### config.mk
export PLATFORM = sky130hd
export DESIGN_NAME = pcc_ram
export DESIGN_NICKNAME = d
export VERILOG_FILES = /design/src/rtl/core/pcc_ram.sv
export SDC_FILE = /design/constraint.sdc
export NUM_CORES = 1
export LEC_CHECK = 0
export BUFFER_PORTS_ARGS = -buffer_cell sky130_fd_sc_hd__buf_2
export CAP_MARGIN = 20
export CORE_UTILIZATION = 40
export CTS_CLUSTER_DIAMETER = 120
export DETAILED_ROUTE_END_ITERATION = 16
export HOLD_SLACK_MARGIN = 0.02
export SYNTH_ARGS = -nofsm -noshare
export SYNTH_HDL_FRONTEND = slang
export SYNTH_SLANG_ARGS = --single-unit
### constraint.sdc
create_clock -name clk_i -period 4.7 [get_ports clk_i]
set_input_delay 0.47 -clock clk_i [delete_from_list [all_inputs] [get_ports clk_i]]
set_output_delay 0.47 -clock clk_i [all_outputs]
set_load 0.02 [all_outputs]
### src/rtl/core/pcc_ram.sv
// Generic single write port, single read port RAM with registered read data.
module pcc_ram #(
  parameter int WIDTH = 8,
  parameter int DEPTH = 16
) (
  input  logic                     clk_i,
  input  logic                     we_i,
  input  logic [$clog2(DEPTH)-1:0] waddr_i,
  input  logic [WIDTH-1:0]         wdata_i,
  input  logic [$clog2(DEPTH)-1:0] raddr_i,
  output logic [WIDTH-1:0]         rdata_o
);

  logic [WIDTH-1:0] mem_q [DEPTH];

  // Write port.
  always_ff @(posedge clk_i) begin
    if (we_i) begin
      mem_q[waddr_i] <= wdata_i;
    end
  end

  // Read port, registered every cycle.
  always_ff @(posedge clk_i) begin
    rdata_o <= mem_q[raddr_i];
  end

endmodule

# [After elaboration in Yosys (flattened, before gate mapping)]
# Memory sizes are Yosys's and may differ from the RTL's. A register that Yosys moved wholly into a read port is not among the register bits.
# Cells that the tools add are included.
[word_totals] mem_count=1 out_inout_bits=8 in_bits=18 ramBits=128 register_bits=0 word_cells=3
[op_classes] n_mux=2
[mem_list] memory="mem_q" words=16 word_bits=8 read_ports=1 rd_ports_with_merged_regs=1 wr=1 line_no="14" text="logic [WIDTH-1:0] mem_q [DEPTH];"
[op_table] operator="1-bit 2-to-1 mux" n=2

# [Longest topological paths before layout]
# Gate-level depths: netlist of the first run.
[logic_depth] word_depth=2 mapped_depth=5 depth_no_buf=3

# [Least setup slack after synthesis of the first run]
# OpenSTA, ideal clock, no wires.
[synth_path] path_kind="input -> register" start="in waddr_i[2]" end="mem mem_q[0][0] (enable)" setup_slack_ns=2.737 t_required_ns=4.317 setup_time_ns=0.383 cell_stages=2 t_arrival_ns=1.580 n_path_buf=0 cell_sequence="or3b_2 -> nor3_1"
[synth_lines] element="start: declaration" line_no="8" text="input logic [$clog2(DEPTH)-1:0] waddr_i,"
[synth_lines] element="end: declaration" line_no="14"
# Straight into the memory's write port.

# [Final worst setup path of the first run]
[layout_path] start="in waddr_i[2]" end="mem mem_q[2][0] (enable)"
# Straight into the memory's write port.

==> metrics.md, run 1 <==
| Metric | Value |
|---|---|
| Status | finished, final reports clean |
| Violation count after the first detailed-route iteration | 204 |
| Crit path capture | mem_q[2][0] |
| Die H | 115.4 um |
| IR drop worst, VDD | 0.2985 mV |
| Top Ports | 26 |
| Worst-path fanout max | 8 |
| CP Class | primary input to flip-flop |
| Via density | 5.168 |
| Mapped Avg Cell Area | 22.48 um^2 |
| Placement Setup Slack | 2.151 ns |
| RR Endpoint | rdata_o[4] |
| Starting Density | 40.96% |
| Post-CTS setup buffer count | 0 |
| DRC errors left | 0 |
| Initial antenna violation count | 0 |
| PostCTS Resize Cnt | 0 |
| Pwr Total | ~2.7 mW |
| Syn Inst Count | 229 |
| P per Cell Area | 444.6 nW/um^2 |
| Final Critical Period | 1.772 ns |
| Worst clock skew | 0.009010 ns |
| FF-to-FF Start | mem_q[10][4] |
| PortBufs | 25 |
| Hold Crit Class | primary input to flip-flop |
| Overflow after GRT | 0 |
| Cell count of the worst reg-to-reg path | 3 |
| Gp weighted congestion | around 0.7 |
| Setup crit end kind | flip-flop |
| CTS H-tree depth | 4 |
| Crit path required time | 4.73 ns |
| Sequential fraction of the synthesis area | 77.78% |
| Max_cap viols | 0 |
| Total leakage power | 1.972 nW |
| DRT antenna net count | 0 |
| Slew @ Worst Pin | 1.016 ns |
| Router iterations before antenna repair | 4 |
| Worst-path clk slew | 0.06 ns |
| Routed length per instance | 20.88 um |
| Clk sinks | 136 |
| Final Cell Area | just under 6000 um^2 |
| Total number of vias | 2,336 |
| Final Hold Fails | 0 |
| Die area | approximately 13,000 um^2 |
| First-pass GRT wire length | between 10,000 and 15,000 um |
| Cell variety after synth | 19 |
| Slew Limit Headroom | about a third |
| Dpl hpwl | 5787 um |
| Clk_lat worst skew | 0.41 ns |
| All-Layer GR Usage | 16.09% |
| Yosys top cell by area | edfxtp_1 |
| Net Count, Synth | 247 |
| Flops & latches, synth | 136 |
| DP Area | 5426 um^2 |
| Most area-consuming cells after synthesis | edfxtp_1, mux4_2, mux4_1, dfxtp_1, a22oi_1 |
| CTS Root Cell | clkbuf_16 |
| Final wirelength | 9439 um |
| CTS tree | built |
| CP Launch Point | waddr_i[2] |
| Startpoint types | primary input |
| Fmax | about 0.56 GHz |
| Yosys warnings | 0 |
| # hold bufs at CTS | 0 |
| Core area | ~13,000 um^2 |
| Rows | 41 |
| RSZ-0062 raised after global routing | no |
| Number of diodes | 0 |
| Utilization after layout | 47.48% |
| Pins Over Slew Limit | 0 |
| Top-area cell type share of the netlist area | 74.67% |
| Area Overhead vs Synth | 15.92% |
| Crit path DAT | between 1.5 and 2 ns |
| Final Cycle Share | roughly 38% |
| Final Setup Violations | 0 |
| Vias in the first global route | 2,331 |
| Longest Clk Path Bufs | 2 |
| Setup TNS | 0 ns |
| Worst Slack Setup Final | 2.928 ns |
| Chip width | 115.4 um |
| R2r setup slk | 3.34 ns |
| Pin count of the biggest net entering global routing | 33 |
| Nets | 285 |
| Mapped cell area | 5147 um^2 |
| Layout cells sized above 1 | a little over a quarter |
| CTS Buf Count | 17 |
## final cells by class
class	count	area [um^2]
sequential	136	4004
clock buffer	19	432.9
tap	172	215.2
clock inverter	13	87.58
timing repair buffer	29	165.2
fill	1044	6601
multi-input combinational	83	1062
## sequential cells by signal, indices dropped and copies added (netlist names)
signal	cells
rdata_o	8
mem_q	128
## per-layer routing
| metal | share of wire [%] | wire (um) | GRT usage [%] |
|---|---|---|---|
| met3 | 3.3 | 313 | 4.603 |
| met1 | 46 | 4320 | 20.60 |
| met4 | 1.6 | 154 | 7.792 |
| met5 | 0 | 0 | 0 |
| met2 | 49 | 4650 | 25.43 |
## cell usage in the layout, fill, tap and decap left out, drive strengths merged
cell and count:
nand3 1, clkinv 10, or3b 1, and2b 1, bufinv 1, clkinvlp 2, nor3 4, nor2b 1
edfxtp 128, nand2 9, nand2b 2, a22oi 16, and2 1, nor2 13, clkbuf 19, nand3b 2
dfxtp 8, buf 29, mux4 32
## per-stage QoR
stage / hold slack (ns) / std cells
2_1_floorplan: 0.5689 / 229
3_3_place_gp: 0.6484 / 418
3_5_place_dp: 0.6559 / 419
4_1_cts: 0.4339 / 451
5_1_grt: 0.4420 / 452
6_report: 0.4404 / 452
## Yosys cell counts (all sizes together)
master / number
edfxtp: 128
and2b: 1
a22oi: 16
buf: 7
or3b: 1
nand2: 9
nand3b: 2
nand3: 1
dfxtp: 8
clkdlybuf4s25: 3
and2: 1
nand2b: 2
nor2b: 1
nor2: 13
mux4: 32
nor3: 4
## logic make-up (layout without fill, tap and decap cells)
kind of cell,Yosys count,after routing,synth area share [%]
multiplexers,32,32,15.02
AO/OA/AOI/OAI,16,16,2.334
buffers and inverters,10,61,1.677
flip-flops,136,136,77.78
AND/OR/NAND/NOR,35,35,3.184
## critical path, stage by stage
cell    delay (ns)
buf_2         0.12
or3b_2        0.51
nor2_1        0.71
## worst min-delay path by stage
stage,slack (ns),end,startpoint,cells past startpoint
2_1_floorplan,0.57,mem_q[0][0],wdata_i[0],0
3_3_place_gp,0.65,rdata_o[5],mem_q[11][5],3
3_5_place_dp,0.66,rdata_o[2],mem_q[14][2],3
4_1_cts,0.43,mem_q[4][1],wdata_i[1],1
5_1_grt,0.44,mem_q[6][0],wdata_i[0],1
6_report,0.44,mem_q[6][6],wdata_i[6],1
## where the power goes
part           total, mW  internal (mW)  switching, mW
logic              0.127         0.0504         0.0765
clock network       1.16          0.709          0.453
registers           1.36           1.36        0.00678
Note: power is estimated with default switching activity, not from simulation.
==> run 2: changes to the inputs <==
==> constraint.sdc (replaced) <==
create_clock -name clk_i -period 1.6 [get_ports clk_i]
set_input_delay 0.16 -clock clk_i [delete_from_list [all_inputs] [get_ports clk_i]]
set_output_delay 0.16 -clock clk_i [all_outputs]
set_load 0.02 [all_outputs]
==> metrics.md, run 2 (synthesis gave the netlist of run 1 again) <==
| Metric | Value |
|---|---|
| Crit path required time | 1.89 ns (-2.84 ns) |
| Via density | 5.129 (-0.76%) |
| CTS tree | built |
| Clk sinks | 136 (unchanged) |
| Starting Density | 40.96% (unchanged) |
| DP Area | 5632 um^2 (+3.8%) |
| First-pass GRT wire length | 15,260 um (+5.5%) |
| Router iterations before antenna repair | 5 (+1) |
| Biggest register | mem_q |
| # hold bufs at CTS | 0 (unchanged) |
| Status | finished, final reports clean |
| Die area | 13,330 um^2 (unchanged) |
| Final Cycle Share | 82.92% |
| RSZ-0062 raised after global routing | no |
| Clk_lat worst skew | 0.41 ns (about the same) |
| Critical-path cell list | mux4_1 -> a22oi_1 -> nand2_1 |
| Cell family with the largest share of critical-path delay | multiplexers |
| Die H | 115.4 um (unchanged) |
| Overflow after GRT | 0 (unchanged) |
| Final Hold Fails | 0 (unchanged) |
| P per Cell Area | 1351 nW/um^2 (+200%) |
| Met3 Wirelength | 656 um (+110%) |
| Beginning of the worst hold path | wdata_i[2] |
| Commonest cells after routing, fill and taps aside | edfxtp_1, buf_2, buf_4 |
| Violation count after the first detailed-route iteration | 227 (+11%) |
| Top Ports | 26 (unchanged) |
| Setup crit end kind | flip-flop |
| Post-CTS setup buffer count | 0 (unchanged) |
| Slew @ Worst Pin | 0.8412 ns (-0.1748 ns) |
| Gp weighted congestion | 0.7473 (+9.4%) |
| IR drop worst, VDD | 0.7032 mV (+140%) |
| Chip width | 115.4 um (unchanged) |
| Crit path DAT | 1.61 ns (-0.20 ns) |
| Nets | 306 (+7.4%) |
| Worst-path fanout max | 1 (-7) |
| Worst path bufs/invs | 0 (-1) |
| Total leakage power | 2.147 nW (+8.9%) |
| Final Setup Violations | 0 (unchanged) |
| Pwr Total | 8.449 mW (+220%) |
| Pin count of the biggest net entering global routing | 33 (unchanged) |
| DRC errors left | 0 (unchanged) |
| Dpl hpwl | 6378 um (+10%) |
| Inst Count DP | 441 (+5.3%) |
| CP Class | flip-flop to flip-flop |
| Routed wl met2 | 4669 um (+0.41%) |
| Pins Over Slew Limit | 0 (unchanged) |
| Number of diodes | 0 (unchanged) |
| Worst clock skew | 0.004751 ns (-0.004259 ns) |
| DRT met1 WL | 4488 um (+3.9%) |
| Final Cell Area | 6256 um^2 (+4.8%) |
| Max reg flops | 128 (unchanged) |
| PortBufs | 25 (unchanged) |
| Core area | 12,570 um^2 (unchanged) |
| Layout cells sized above 1 | 32.23% (+6.2 points) |
| Top Layer Used | met4 |
| Utilization after layout | 49.78% (+2.3 points) |
| Max_cap viols | 0 (unchanged) |
| Slew Limit Headroom | 43.80% (+12 points) |
| All-Layer GR Usage | 17.02% (+0.93 points) |
| Initial antenna violation count | 0 (unchanged) |
| CTS Root Cell | clkbuf_16 |
| Fmax | 0.7538 GHz |
| Commonest non-fill, non-tap cell in the layout | edfxtp_1 |
| Rows | 41 (unchanged) |
| Slowest CP cell | mux4_1 |
| Vias in the first global route | 2,486 (+6.6%) |
| Area Overhead vs Synth | 21.54% |
| Startpoint types | flip-flop |
| Worst Slack Setup Final | 0.2733 ns (-2.654 ns) |
| Final Critical Period | 1.327 ns |
| Largest registers | mem_q x128, rdata_o x8 |
| CTS Buf Count | 17 (unchanged) |
| Worst-path clk slew | 0.05 ns (about the same) |
| Hold Crit Class | primary input to flip-flop |
| Layout Cells excl Fill | 473 (+4.6%) |
| FF-to-FF Start | mem_q[10][3] |
| CP Launch Point | mem_q[10][3] |
| Routed length per instance | 21.11 um (+1.1%) |
| Placement Setup Slack | -0.01891 ns (-2.170 ns) |
| Total number of vias | 2,426 (+3.9%) |
| Longest Clk Path Bufs | 2 (unchanged) |
| Final wirelength | 9985 um (+5.8%) |
| Critical path's largest stage delay | 0.50 ns (-0.21 ns) |
| DRT antenna net count | 0 (unchanged) |
| CTS H-tree depth | 4 (unchanged) |
| PostCTS Resize Cnt | 0 (unchanged) |
## run 2: metal layers
metal | vias up | global-route usage [%]
met4 | 0 | 7.532
li1 | 1090 | -
met2 | 88 | 24.99
met3 | 18 | 4.498
met1 | 1230 | 24.06
met5 | - | 0
## run 2: worst paths after layout
check	end	slack [ns]	depth (start not counted)
max	rdata_o[3]	0.27	3
min	mem_q[2][2]	0.14	1
max reg2reg	rdata_o[3]	0.27	3
min reg2reg	rdata_o[4]	0.67	3
## run 2: power by group
part	leakage (nW)	internal [mW]	switching [mW]
logic	0.617	0.169	0.228
clock network	0.306	2.72	1.32
registers	1.22	3.99	0.0275
total	2.15	6.88	1.57
## run 2: cell type report
| type | count | area, um^2 |
|---|---|---|
| repair buffers | 50 | 350.3 |
| clock inverters | 8 | 142.6 |
| flip-flops and latches | 136 | 4004 |
| multi-input cells | 83 | 1062 |
| clock buffers | 24 | 481.7 |
| well taps | 172 | 215.2 |
| fillers | 1012 | 6312 |
## run 2: through the flow
stage | TNS (ns) | hold WS, ns
2_1_floorplan | 0 | 0.2589
3_3_place_gp | -0.05857 | 0.5466
3_5_place_dp | -0.02908 | 0.5585
4_1_cts | 0 | 0.1214
5_1_grt | 0 | 0.1303
6_report | 0 | 0.1382
